## src/rtl/core/mdcr_pkg.sv

```systemverilog
`timescale 1ns / 1ps
`default_nettype none
// ----------------------------------------------------------------------------
// mdcr_pkg
// Shared types and constants for the microphone DC removal, gain and frame
// statistics block.
// ----------------------------------------------------------------------------
package mdcr_pkg;

  localparam int SAMPLE_W      = 16;
  localparam int GAIN_W        = 7;
  localparam int ACC_W         = 26;
  // Count width covers the largest allowed frame length (1024)
  localparam int CNT_W         = 11;
  localparam int DEF_MAX_FRAME = 1024;
  localparam int DEF_Q_DEPTH   = 4;
  localparam int DC_SHIFT      = 7;
  localparam int PROD_W        = SAMPLE_W + 1 + GAIN_W + 1;

  localparam logic [GAIN_W-1:0]   GAIN_RESET = GAIN_W'(1);
  localparam logic [ACC_W-1:0]    ACC_MAX    = {ACC_W{1'b1}};
  localparam logic signed [SAMPLE_W-1:0] S16_MAX = 16'sh7FFF;
  localparam logic signed [SAMPLE_W-1:0] S16_MIN = 16'sh8000;

  // One classified sample, as handed from the front to the back
  typedef struct packed {
    logic signed [SAMPLE_W-1:0] sample;
    logic                       last;
    logic signed [SAMPLE_W-1:0] fmin;
    logic signed [SAMPLE_W-1:0] fmax;
    logic [ACC_W-1:0]           delta;
    logic [CNT_W-1:0]           count;
  } entry_t;

  localparam int ENTRY_W = $bits(entry_t);

  typedef enum logic [2:0] {
    BK_IDLE,
    BK_CALC,
    BK_ACCUM,
    BK_DIVIDE,
    BK_EMIT
  } back_state_t;

endpackage
`default_nettype wire

```

## src/rtl/core/mdcr_front.sv

```systemverilog
`timescale 1ns / 1ps
`default_nettype none
// ----------------------------------------------------------------------------
// mdcr_front
// Accepts raw samples, tracks raw min/max, neighbor deltas and the sample
// count, marks frame ends and pushes classified items into the queue.
// ----------------------------------------------------------------------------
module mdcr_front #(
  parameter int MAX_FRAME = mdcr_pkg::DEF_MAX_FRAME
) (
  input  wire logic                                clk,
  input  wire logic                                rst,
  input  wire logic                                push,
  output logic                                     full,
  input  wire logic signed [mdcr_pkg::SAMPLE_W-1:0] sample_in,
  input  wire logic                                frame_last,
  input  wire logic                                q_full,
  output logic                                     q_push,
  output mdcr_pkg::entry_t                         q_entry
);
  import mdcr_pkg::*;

  localparam logic [CNT_W-1:0] FRAME_LIMIT = CNT_W'(MAX_FRAME);

  logic signed [SAMPLE_W-1:0] prev_raw;
  logic signed [SAMPLE_W-1:0] run_min;
  logic signed [SAMPLE_W-1:0] run_max;
  logic [ACC_W-1:0]           delta_acc;
  logic [CNT_W-1:0]           count;

  logic signed [SAMPLE_W-1:0] min_next;
  logic signed [SAMPLE_W-1:0] max_next;
  logic [ACC_W-1:0]           delta_next;
  logic [CNT_W-1:0]           count_next;
  logic signed [SAMPLE_W:0]   diff;
  logic [SAMPLE_W:0]          diff_abs;
  logic [ACC_W:0]             delta_sum;
  logic                       frame_end;

  assign full   = q_full;
  assign q_push = push && !q_full;

  // Classify the incoming sample
  always_comb begin
    min_next   = (sample_in < run_min) ? sample_in : run_min;
    max_next   = (sample_in > run_max) ? sample_in : run_max;
    diff       = {sample_in[SAMPLE_W-1], sample_in} - {prev_raw[SAMPLE_W-1], prev_raw};
    diff_abs   = diff[SAMPLE_W] ? (SAMPLE_W+1)'(-diff) : diff;
    delta_sum  = {1'b0, delta_acc} + (ACC_W+1)'(diff_abs);
    if (count == '0) begin
      delta_next = delta_acc;
    end else if (delta_sum[ACC_W]) begin
      delta_next = ACC_MAX;
    end else begin
      delta_next = delta_sum[ACC_W-1:0];
    end
    count_next = count + CNT_W'(1);
    frame_end  = frame_last || (count_next >= FRAME_LIMIT);
  end

  always_comb begin
    q_entry.sample = sample_in;
    q_entry.last   = frame_end;
    q_entry.fmin   = min_next;
    q_entry.fmax   = max_next;
    q_entry.delta  = delta_next;
    q_entry.count  = count_next;
  end

  // Advance per-frame state; clear it at frame end
  always_ff @(posedge clk) begin
    if (rst) begin
      prev_raw  <= '0;
      run_min   <= S16_MAX;
      run_max   <= S16_MIN;
      delta_acc <= '0;
      count     <= '0;
    end else if (q_push) begin
      if (frame_end) begin
        prev_raw  <= '0;
        run_min   <= S16_MAX;
        run_max   <= S16_MIN;
        delta_acc <= '0;
        count     <= '0;
      end else begin
        prev_raw  <= sample_in;
        run_min   <= min_next;
        run_max   <= max_next;
        delta_acc <= delta_next;
        count     <= count_next;
      end
    end
  end

endmodule
`default_nettype wire

```

## src/rtl/core/mdcr_queue.sv

```systemverilog
`timescale 1ns / 1ps
`default_nettype none
// ----------------------------------------------------------------------------
// mdcr_queue
// Small register queue between the front and the back.
// ----------------------------------------------------------------------------
module mdcr_queue #(
  parameter int WIDTH = mdcr_pkg::ENTRY_W,
  parameter int DEPTH = mdcr_pkg::DEF_Q_DEPTH
) (
  input  wire logic             clk,
  input  wire logic             rst,
  input  wire logic             wr_en,
  input  wire logic [WIDTH-1:0] wr_data,
  output logic                  q_full,
  input  wire logic             rd_en,
  output logic [WIDTH-1:0]      rd_data,
  output logic                  q_empty
);
  localparam int IDX_W = (DEPTH > 1) ? $clog2(DEPTH) : 1;
  localparam int FILL_W = $clog2(DEPTH + 1);
  localparam logic [IDX_W-1:0]  LAST_IDX = IDX_W'(DEPTH - 1);
  localparam logic [FILL_W-1:0] FULL_CNT = FILL_W'(DEPTH);

  logic [WIDTH-1:0]  slots [DEPTH];
  logic [IDX_W-1:0]  wr_ptr;
  logic [IDX_W-1:0]  rd_ptr;
  logic [FILL_W-1:0] fill;
  logic              do_wr;
  logic              do_rd;

  assign q_full  = (fill == FULL_CNT);
  assign q_empty = (fill == '0);
  assign do_wr   = wr_en && !q_full;
  assign do_rd   = rd_en && !q_empty;
  assign rd_data = slots[rd_ptr];

  // Store written items
  always_ff @(posedge clk) begin
    if (do_wr) begin
      slots[wr_ptr] <= wr_data;
    end
  end

  // Advance pointers and fill count
  always_ff @(posedge clk) begin
    if (rst) begin
      wr_ptr <= '0;
      rd_ptr <= '0;
      fill   <= '0;
    end else begin
      if (do_wr) begin
        wr_ptr <= (wr_ptr == LAST_IDX) ? '0 : wr_ptr + IDX_W'(1);
      end
      if (do_rd) begin
        rd_ptr <= (rd_ptr == LAST_IDX) ? '0 : rd_ptr + IDX_W'(1);
      end
      if (do_wr && !do_rd) begin
        fill <= fill + FILL_W'(1);
      end else if (do_rd && !do_wr) begin
        fill <= fill - FILL_W'(1);
      end
    end
  end

endmodule
`default_nettype wire

```

## src/rtl/core/mdcr_back.sv

```systemverilog
`timescale 1ns / 1ps
`default_nettype none
// ----------------------------------------------------------------------------
// mdcr_back
// Runs DC removal, gain and saturation on each queued item, accumulates
// absolute output, divides for the frame mean and holds the result register.
// ----------------------------------------------------------------------------
module mdcr_back (
  input  wire logic                                 clk,
  input  wire logic                                 rst,
  input  wire logic                                 gain_we,
  input  wire logic [mdcr_pkg::GAIN_W-1:0]          gain,
  input  wire mdcr_pkg::entry_t                     q_entry,
  input  wire logic                                 q_empty,
  output logic                                      q_pop,
  output logic                                      empty,
  input  wire logic                                 pop,
  output logic signed [mdcr_pkg::SAMPLE_W-1:0]      sample_out,
  output logic                                      frame_done,
  output logic signed [mdcr_pkg::SAMPLE_W-1:0]      frame_min,
  output logic signed [mdcr_pkg::SAMPLE_W-1:0]      frame_max,
  output logic [mdcr_pkg::ACC_W-1:0]                frame_delta_sum,
  output logic [mdcr_pkg::SAMPLE_W-1:0]             frame_mean_abs
);
  import mdcr_pkg::*;

  localparam int DCNT_W = $clog2(ACC_W + 1);
  localparam logic [DCNT_W-1:0] DIV_LAST = DCNT_W'(ACC_W - 1);
  localparam logic signed [PROD_W-1:0] PROD_MAX = PROD_W'(32767);
  localparam logic signed [PROD_W-1:0] PROD_MIN = -PROD_W'(32768);

  back_state_t state;
  back_state_t state_next;

  logic [GAIN_W-1:0]          gain_reg;
  entry_t                     cur;
  logic signed [SAMPLE_W-1:0] dc_est;
  logic signed [PROD_W-1:0]   prod;
  logic signed [SAMPLE_W-1:0] amp;
  logic [ACC_W-1:0]           abs_acc;
  logic [ACC_W-1:0]           dvd;
  logic [CNT_W-1:0]           rem;
  logic [CNT_W-1:0]           divisor;
  logic [DCNT_W-1:0]          div_cnt;
  logic                       out_valid;
  logic                       out_free;
  logic                       load_out;

  logic signed [SAMPLE_W:0]   dc_diff;
  logic signed [SAMPLE_W:0]   dc_step;
  logic signed [SAMPLE_W-1:0] dc_next;
  logic signed [SAMPLE_W:0]   centered;
  logic signed [SAMPLE_W-1:0] amp_next;
  logic [SAMPLE_W:0]          mag;
  logic [ACC_W:0]             abs_sum;
  logic [ACC_W-1:0]           abs_next;
  logic [CNT_W:0]             trial;
  logic                       trial_ge;

  assign out_free = !out_valid || pop;
  assign empty    = !out_valid;

  // DC estimate update and centering; step truncates toward zero
  always_comb begin
    dc_diff  = {cur.sample[SAMPLE_W-1], cur.sample} - {dc_est[SAMPLE_W-1], dc_est};
    dc_step  = dc_diff[SAMPLE_W] ? ((dc_diff + (SAMPLE_W+1)'(127)) >>> DC_SHIFT)
                                 : (dc_diff >>> DC_SHIFT);
    dc_next  = dc_est + dc_step[SAMPLE_W-1:0];
    centered = {cur.sample[SAMPLE_W-1], cur.sample} - {dc_next[SAMPLE_W-1], dc_next};
  end

  // Saturate product and accumulate magnitude
  always_comb begin
    if (prod > PROD_MAX) begin
      amp_next = S16_MAX;
    end else if (prod < PROD_MIN) begin
      amp_next = S16_MIN;
    end else begin
      amp_next = prod[SAMPLE_W-1:0];
    end
    mag      = amp_next[SAMPLE_W-1] ? (SAMPLE_W+1)'(-{amp_next[SAMPLE_W-1], amp_next})
                                    : {1'b0, amp_next};
    abs_sum  = {1'b0, abs_acc} + (ACC_W+1)'(mag);
    abs_next = abs_sum[ACC_W] ? ACC_MAX : abs_sum[ACC_W-1:0];
  end

  // Restoring division step, one quotient bit per cycle
  always_comb begin
    trial    = {rem, dvd[ACC_W-1]};
    trial_ge = (trial >= {1'b0, divisor});
  end

  // Next state
  always_comb begin
    state_next = state;
    case (state)
      BK_IDLE: begin
        if (!q_empty) state_next = BK_CALC;
      end
      BK_CALC: state_next = BK_ACCUM;
      BK_ACCUM: begin
        state_next = cur.last ? BK_DIVIDE : BK_EMIT;
      end
      BK_DIVIDE: begin
        if (div_cnt == DIV_LAST) state_next = BK_EMIT;
      end
      BK_EMIT: begin
        if (out_free) state_next = BK_IDLE;
      end
      default: state_next = BK_IDLE;
    endcase
  end

  // State outputs
  always_comb begin
    q_pop    = 1'b0;
    load_out = 1'b0;
    case (state)
      BK_IDLE:  q_pop    = !q_empty;
      BK_EMIT:  load_out = out_free;
      default: begin
        q_pop    = 1'b0;
        load_out = 1'b0;
      end
    endcase
  end

  always_ff @(posedge clk) begin
    if (rst) begin
      state <= BK_IDLE;
    end else begin
      state <= state_next;
    end
  end

  // Hold the gain register
  always_ff @(posedge clk) begin
    if (rst) begin
      gain_reg <= GAIN_RESET;
    end else if (gain_we) begin
      gain_reg <= gain;
    end
  end

  // Datapath: latch, multiply, accumulate, divide
  always_ff @(posedge clk) begin
    if (rst) begin
      dc_est  <= '0;
      abs_acc <= '0;
    end else begin
      if (state == BK_CALC) begin
        dc_est <= dc_next;
      end
      if (state == BK_ACCUM) begin
        abs_acc <= cur.last ? '0 : abs_next;
      end
    end
  end

  always_ff @(posedge clk) begin
    if (q_pop) begin
      cur <= q_entry;
    end
    if (state == BK_CALC) begin
      prod <= PROD_W'(centered * $signed({1'b0, gain_reg}));
    end
    if (state == BK_ACCUM) begin
      amp     <= amp_next;
      dvd     <= abs_next;
      rem     <= '0;
      divisor <= cur.count;
      div_cnt <= '0;
    end
    if (state == BK_DIVIDE) begin
      rem     <= trial_ge ? CNT_W'(trial - {1'b0, divisor}) : trial[CNT_W-1:0];
      dvd     <= {dvd[ACC_W-2:0], trial_ge};
      div_cnt <= div_cnt + DCNT_W'(1);
    end
  end

  // Result register
  always_ff @(posedge clk) begin
    if (rst) begin
      out_valid <= 1'b0;
    end else if (load_out) begin
      out_valid <= 1'b1;
    end else if (pop) begin
      out_valid <= 1'b0;
    end
  end

  always_ff @(posedge clk) begin
    if (load_out) begin
      sample_out <= amp;
      frame_done <= cur.last;
      if (cur.last) begin
        frame_min       <= cur.fmin;
        frame_max       <= cur.fmax;
        frame_delta_sum <= cur.delta;
        frame_mean_abs  <= dvd[SAMPLE_W-1:0];
      end else begin
        frame_min       <= '0;
        frame_max       <= '0;
        frame_delta_sum <= '0;
        frame_mean_abs  <= '0;
      end
    end
  end

endmodule
`default_nettype wire

```

## src/rtl/core/mic_dc_removal_gain_frame_stats.sv

```systemverilog
`timescale 1ns / 1ps
`default_nettype none
// ----------------------------------------------------------------------------
// mic_dc_removal_gain_frame_stats
// Microphone DC blocker with gain, saturation and per-frame statistics.
// ----------------------------------------------------------------------------
// The front takes one sample per cycle into a QUEUE_DEPTH-entry queue while
// there is room, tracking raw min/max, neighbor deltas and the frame count as
// it goes. The back takes one queued sample at a time through pop, DC update
// with the gain multiply, saturate and accumulate, and load of the result
// register, popping the next only after that load. The last sample of a frame
// also runs the serial mean divider before its load. One result per sample is
// held in the result register until popped; the back waits to load the next.
// ----------------------------------------------------------------------------
module mic_dc_removal_gain_frame_stats #(
  parameter int MAX_FRAME   = mdcr_pkg::DEF_MAX_FRAME,
  parameter int QUEUE_DEPTH = mdcr_pkg::DEF_Q_DEPTH
) (
  input  wire logic                                 clk,
  input  wire logic                                 rst,
  input  wire logic                                 gain_we,
  input  wire logic [mdcr_pkg::GAIN_W-1:0]          gain,
  input  wire logic                                 push,
  output logic                                      full,
  input  wire logic signed [mdcr_pkg::SAMPLE_W-1:0] sample_in,
  input  wire logic                                 frame_last,
  output logic                                      empty,
  input  wire logic                                 pop,
  output logic signed [mdcr_pkg::SAMPLE_W-1:0]      sample_out,
  output logic                                      frame_done,
  output logic signed [mdcr_pkg::SAMPLE_W-1:0]      frame_min,
  output logic signed [mdcr_pkg::SAMPLE_W-1:0]      frame_max,
  output logic [mdcr_pkg::ACC_W-1:0]                frame_delta_sum,
  output logic [mdcr_pkg::SAMPLE_W-1:0]             frame_mean_abs
);
  import mdcr_pkg::*;

  entry_t              fr_entry;
  entry_t              bk_entry;
  logic [ENTRY_W-1:0]  head_bits;
  logic                q_push;
  logic                q_full;
  logic                q_pop;
  logic                q_empty;

  assign bk_entry = entry_t'(head_bits);

  // Accept and classify samples
  mdcr_front #(
    .MAX_FRAME (MAX_FRAME)
  ) u_front (
    .clk        (clk),
    .rst        (rst),
    .push       (push),
    .full       (full),
    .sample_in  (sample_in),
    .frame_last (frame_last),
    .q_full     (q_full),
    .q_push     (q_push),
    .q_entry    (fr_entry)
  );

  // Decouple front and back
  mdcr_queue #(
    .WIDTH (ENTRY_W),
    .DEPTH (QUEUE_DEPTH)
  ) u_queue (
    .clk     (clk),
    .rst     (rst),
    .wr_en   (q_push),
    .wr_data (fr_entry),
    .q_full  (q_full),
    .rd_en   (q_pop),
    .rd_data (head_bits),
    .q_empty (q_empty)
  );

  // Process samples and produce results
  mdcr_back u_back (
    .clk             (clk),
    .rst             (rst),
    .gain_we         (gain_we),
    .gain            (gain),
    .q_entry         (bk_entry),
    .q_empty         (q_empty),
    .q_pop           (q_pop),
    .empty           (empty),
    .pop             (pop),
    .sample_out      (sample_out),
    .frame_done      (frame_done),
    .frame_min       (frame_min),
    .frame_max       (frame_max),
    .frame_delta_sum (frame_delta_sum),
    .frame_mean_abs  (frame_mean_abs)
  );

endmodule
`default_nettype wire
```

## config.mk

```make
export PLATFORM = sky130hd
export DESIGN_NAME = mic_dc_removal_gain_frame_stats
export DESIGN_NICKNAME = d
export VERILOG_FILES = /design/src/rtl/core/mdcr_pkg.sv /design/src/rtl/core/mdcr_front.sv /design/src/rtl/core/mdcr_queue.sv /design/src/rtl/core/mdcr_back.sv /design/src/rtl/core/mic_dc_removal_gain_frame_stats.sv
export SDC_FILE = /design/constraint.sdc
export NUM_CORES = 1
export LEC_CHECK = 0
export BUFFER_PORTS_ARGS = -buffer_cell sky130_fd_sc_hd__clkbuf_2
export CAP_MARGIN = 20
export CORE_ASPECT_RATIO = 1.75
export CORE_UTILIZATION = 60
export CTS_BUF_LIST = sky130_fd_sc_hd__clkbuf_4 sky130_fd_sc_hd__clkbuf_8
export DETAILED_ROUTE_END_ITERATION = 12
export GPL_ROUTABILITY_DRIVEN = 0
export PLACE_DENSITY = 0.77
export SYNTH_ARGS = -nofsm -noshare
export SYNTH_HDL_FRONTEND = slang
export SYNTH_SLANG_ARGS = --single-unit
```

## constraint.sdc

```tcl
create_clock -name clk -period 14 [get_ports clk]
set_clock_uncertainty 0.2 [all_clocks]
set_input_delay 0.7 -clock clk [delete_from_list [all_inputs] [get_ports clk]]
set_output_delay 0.7 -clock clk [all_outputs]
set_load 0.01 [all_outputs]
```

Word-level counts from Yosys, hierarchy flattened
Memories as Yosys holds them, arrays and structs flattened. A register that Yosys moved wholly into a read port is not among the register bits.
Index checks and enable logic that the tools add are counted.

word-level totals
  bits in registers = 330
  bits in writable memories = 344
  input port bits = 29
  memories kept = 1

memory list
  name           depth  width  rd ports  clocked after memory_dff  wr ports  RTL line          text
  u_queue.slots  4      86     1         1                         1         mdcr_queue.sv:25  logic [WIDTH-1:0] slots [DEPTH];

operators by class
  add/subtract/negate cells = 16
  $mul = 1
  order comparisons = 6
  equal/unequal tests = 11
  multiplexer cells = 38
  reductions and logical operators = 19

operators with widths
  kind                   count
  $mux 26                7
  $mux 16                8
  $add 26x17->27         2
  $sub 16x16->17         3
  $mux 11                4
  $mux 17                2
  $neg 17->17            2
  $gt 25x16->1 const B   1
  $lt 25x16->1 const B   1
  $mul 17x8->25          1
  $mux 3                 6
  $add 17x8->17 const B  1
  $add 16x16->16         1
  $gt 16x16->1           1
  $lt 16x16->1           1
  $pmux 3 s5             1
  $ge 12x11->1           1
  $add 11x1->11 const B  1
  $ge 11x11->1 const B   1
  $logic_not 11->1       1
  $sub 11x11->11         1
  $mux 5                 2
  $eq 3x2->1 const B     2
  $eq 3x3->1 const B     2
  other kinds (17)       38

Logic depth before layout (Yosys ltp)
  word-level depth = 9
  depth in mapped cells = 44

Cells and area by module
A second synthesis with hierarchy kept.

unflattened totals
  cells, all modules = 3326
  area total of the unflattened synthesis = 40629.0 µm²

modules (own cells, without submodules)
  module      times used  cells an instance  area each (µm²)  seq. area each (µm²)
  mdcr_back   1           1927               20375.8          9198.8
  mdcr_queue  1           500                12913.6          10510.1
  mdcr_front  1           899                7339.5           1701.6

Worst setup path after synthesis
No wires, ideal clock.

  path kind = reg2reg
  from = register u_back.cur[70] (netlist name)
  to = register u_back.prod[24] (data pin)
  setup time = 0.274 ns
  arrival = 9.400 ns
  slack = 4.126 ns
  stages on the path, launching flop included = 40
  buffers on the path = 3
  clock period less this slack = 9.874 ns
  path through = edfxtp_1 inv_1 ha_1 fa_1 and2b_1 o21bai_1 a31oi_2 o31ai_1 xor2_1 or4_1 o41a_1 ha_1 clkbuf_1 nand2_1 o21ai_0 o211ai_1 o21ba_2 o21bai_1 [4 not listed] nor4_1 a21oi_1 o21ai_1 buf_4 nand2_1 fa_1 inv_1 fa_1 fa_1 inv_1 fa_1 inv_1 ha_1 or2_2 a2111oi_0 o21ai_0 a2111oi_0 a211oi_1

on the way
  longest elaborated chain between the ends = 6

ends and longest elaborated chain
  element               RTL line          text
  $sub 16x16->17        mdcr_back.sv:65   dc_diff = {cur.sample[SAMPLE_W-1], cur.sample} - {dc_est[SAMPLE_W-1], dc_est};
  $add 17x8->17         mdcr_back.sv:66   dc_step = dc_diff[SAMPLE_W] ? ((dc_diff + (SAMPLE_W+1)'(127)) >>> DC_SHIFT)
  $mux 16               mdcr_back.sv:66
  $add 16x16->16        mdcr_back.sv:68   dc_next = dc_est + dc_step[SAMPLE_W-1:0];
  $sub 16x16->17 (*)    mdcr_back.sv:69   centered = {cur.sample[SAMPLE_W-1], cur.sample} - {dc_next[SAMPLE_W-1], dc_next};
  $mul 17x8->25 (*)     mdcr_back.sv:165  prod <= PROD_W'(centered * $signed({1'b0, gain_reg}));
  end signal, assigned  mdcr_back.sv:165
  end, declared         mdcr_back.sv:38   logic signed [PROD_W-1:0] prod;

Every way passes the cells marked *; elsewhere a longest branch is shown, timed or not.
A chain may end at the register's enable or synchronous reset.

Final worst setup path
  from = register u_back.cur[70] (netlist name)
  to = register u_back.prod[24] (data pin)

on the way
  longest elaborated chain between the ends = 6

ends and longest elaborated chain
  element             RTL line
  $sub 16x16->17      mdcr_back.sv:65
  $add 17x8->17       mdcr_back.sv:66
  $mux 16             mdcr_back.sv:66
  $add 16x16->16      mdcr_back.sv:68
  $sub 16x16->17 (*)  mdcr_back.sv:69
  $mul 17x8->25 (*)   mdcr_back.sv:165

Marks and branches as above.

==> results.yml <==
grt:
  grt_antenna_before_repair: 1
  grt_max_degree: 80
  busiest_layer: "met2"
  grt_overflow_total: 0
  grt_pass1_wl_mm: 148
  grt.met1_usage: 0.289
  met2_usage: 0.514
  grt_usage: 0.275
  use_met3: 0.0397
  grt_pass1_vias: 29000
critical_path:
  startpoint_type: "flip-flop"
  crit_start: "u_back.cur[70]"
  cp_data_required_time_ps: 14240
  cp.buffers_inverters: 5
  critPathMostFrequentCell: "fa_1"
  cp_slowest_cell: "fa_1"
  setup.worst_path.end_class: "flip-flop"
  crit_type: "reg -> reg"
  critPathTopFamily: "adder cells"
  cp_max_fo: 7
  slowest_delay_ps: 550
  r2r_start: "u_back.cur[70]"
  rrSetupSlack_ps: 2750
  cp.arrival_ps: 11490
final_layout:
  syn_to_final_growth_pct: 9.74
  final_cell_mix: "edfxtp_1 (615), inv_1 (275), nand2_1 (232)"
  nets: 3850
  largest_reg_flops: 344
  drive_gt1_frac: 0.145
  n_fill_cell: 4843
  regMostFlops: "u_queue.slots"
  top_regs: "u_queue.slots: 344 flops, u_back.cur: 86 flops"
  final_cells: 4512
  layout_commonest_cell: "edfxtp_1"
  finish.utilization: 0.663
placed_design:
  dp_slack_ps: 2910
  place_inst: 4307
  dp_hpwl_mm: 63.8
  portBuffers: 121
routing:
  routed_via_density: 6.07
  routed_wl_mm: 92.2
  drt_pass1_iterations: 8
  drtAntennaViolNets: 0
  vias: 27400
  wire_per_inst_um: 20.4
  dr.first_iter.drc_count: 1692
  drc_errors: 0
timing:
  min_period_over_period: 0.803
  setup_ws_ps: 2750
  hold_viol: 0
  fmax_mhz: 88.9
  tightest_slew_ps: 1160
  finalSetupViolCount: 0
  fin_crit_ps: 11250
  rsz0062_at_grt: "no"
  relSlewSlack: 0.228
  finalMaxSlewViolations: 0
  tns_ps: 0
clock_network:
  cts_root_buf: "clkbuf_8"
  clock_sinks: 760
  cts_buffers: 103
  clkLatencyLatePin_ps: 760
  cts_max_path_buffers: 3
  cts_tree: "yes"
  cts_resized: 0
  cts_htree_levels: 3
  clk_pin_slew_worst_paths_ps: 70
logic_synthesis:
  synth.cell_area_sq_um: 40700
  synth_cells: 3392
  synth-edff-count: 615
  postSynthAreaPerCell_sq_um: 12.0
  synthDistinctLibCells: 96
  synth_seq_cells: 760
  yosys_most_used_dff: "edfxtp_1"
  yosysWarnings: 0
  ys_seq_area_frac: 0.525
  syn-num-nets: 3716
  async_flop_share: 0
floorplan:
  core_sq_um: 67300
  die_h_um: 347
  die_x_um: 199
  dieArea_sq_um: 68900
  rows: 126
  ioPinCount: 122
  start_util: 0.604
min_path:
  hp-class: "in -> reg"
  hold_start: "sample_in[0]"
run:
  maxCapViolations: 0
status:
  status: "finished, final reports clean"
[cells by family after synthesis]
family / Yosys count / share of synthesized area
xor gates and xnor gates: 146 / 0.0325
adders and majority gates: 297 / 0.109
AOI/OAI and AO/OA: 676 / 0.113
other: 1 / 0.0000922
buffers and inverters: 416 / 0.0388
DFF: 760 / 0.525
muxes: 140 / 0.0620
and+or+nand+nor: 956 / 0.119
[synth_stat cells (all sizes together) (9+ instances only)]
cell,n,area [sq um]
a41oi,9,78.8
dfxtp,145,2900
a21oi,177,890
nand2b,25,156
nor4,11,68.8
a21boi,15,113
inv,278,1040
nand2,232,871
o211ai,18,135
edfxtp,615,18500
a211oi,22,180
ha,196,2450
nand4,21,131
fa,99,1980
a22o,9,78.8
nand4b,17,149
a221oi,16,140
nand3b,10,75.1
nor2,220,831
mux2i,17,170
xor2,60,541
and2,154,963
a31oi,30,200
o21a,39,293
o31ai,20,150
or3,23,144
nand3,60,300
o311ai,23,209
buf,25,113
nor2b,51,327
nor3,60,320
o21ai,135,683
a21o,47,353
clkbuf,112,420
mux4,86,1940
o2111ai,23,201
o21bai,16,120
and3,22,138
mux2,37,417
xnor2,84,736
a32o,9,90.1
or2,21,131
nor3b,11,82.6
[layer usage]
layer | up-vias | routed length, um
met5 | - | 0
met4 | 0 | 4960
met1 | 13500 | 32600
met3 | 277 | 4310
met2 | 906 | 50300
li1 | 12700 | -
[worst reg2reg max path: cells and delay by family (launching register included)]
kind / cells / cell delay [ps]
simple gates: 9 / 2040
buf+inv: 5 / 310
compound gates: 14 / 3400
fa+ha+maj: 9 / 3760
flops: 1 / 340
xor+xnor: 4 / 940
[layout make-up]
cell class,instances,area [sq um],area share
antenna,1,2.50,0.0000560
clock buffer,133,1740,0.0389
timing repair buffer,166,966,0.0216
tap,896,1120,0.0251
inverter,279,1050,0.0235
clock inverter,61,614,0.0138
sequential,760,21400,0.479
multi-input combinational,2216,17800,0.398
[metrics by stage]
stage                     area (sq um)  hold slack, ps
final                            44700             124
after global routing             44700             108
after CTS                        44600            63.7
after detailed placement         42200             205
after global placement           42200             201
after floorplan                  40700             200
[path summary, 6_finish.rpt]
check                               to  cells after the start
setup / recovery       u_back.prod[24]                     41
hold / removal    u_queue.slots[3][70]                      1
setup reg to reg       u_back.prod[24]                     41
hold reg to reg      u_back.divisor[0]                      0
[what timing repair did]
| action | in CTS | in global routing |
|---|---|---|
| hold endpoints to repair | 7 | 0 |
| buffers inserted | 0 | 0 |
| hold buffers | 7 | 0 |
Power is not shown: default switching activity piles up to over one toggle a cycle in this logic, so the estimate is an artifact.
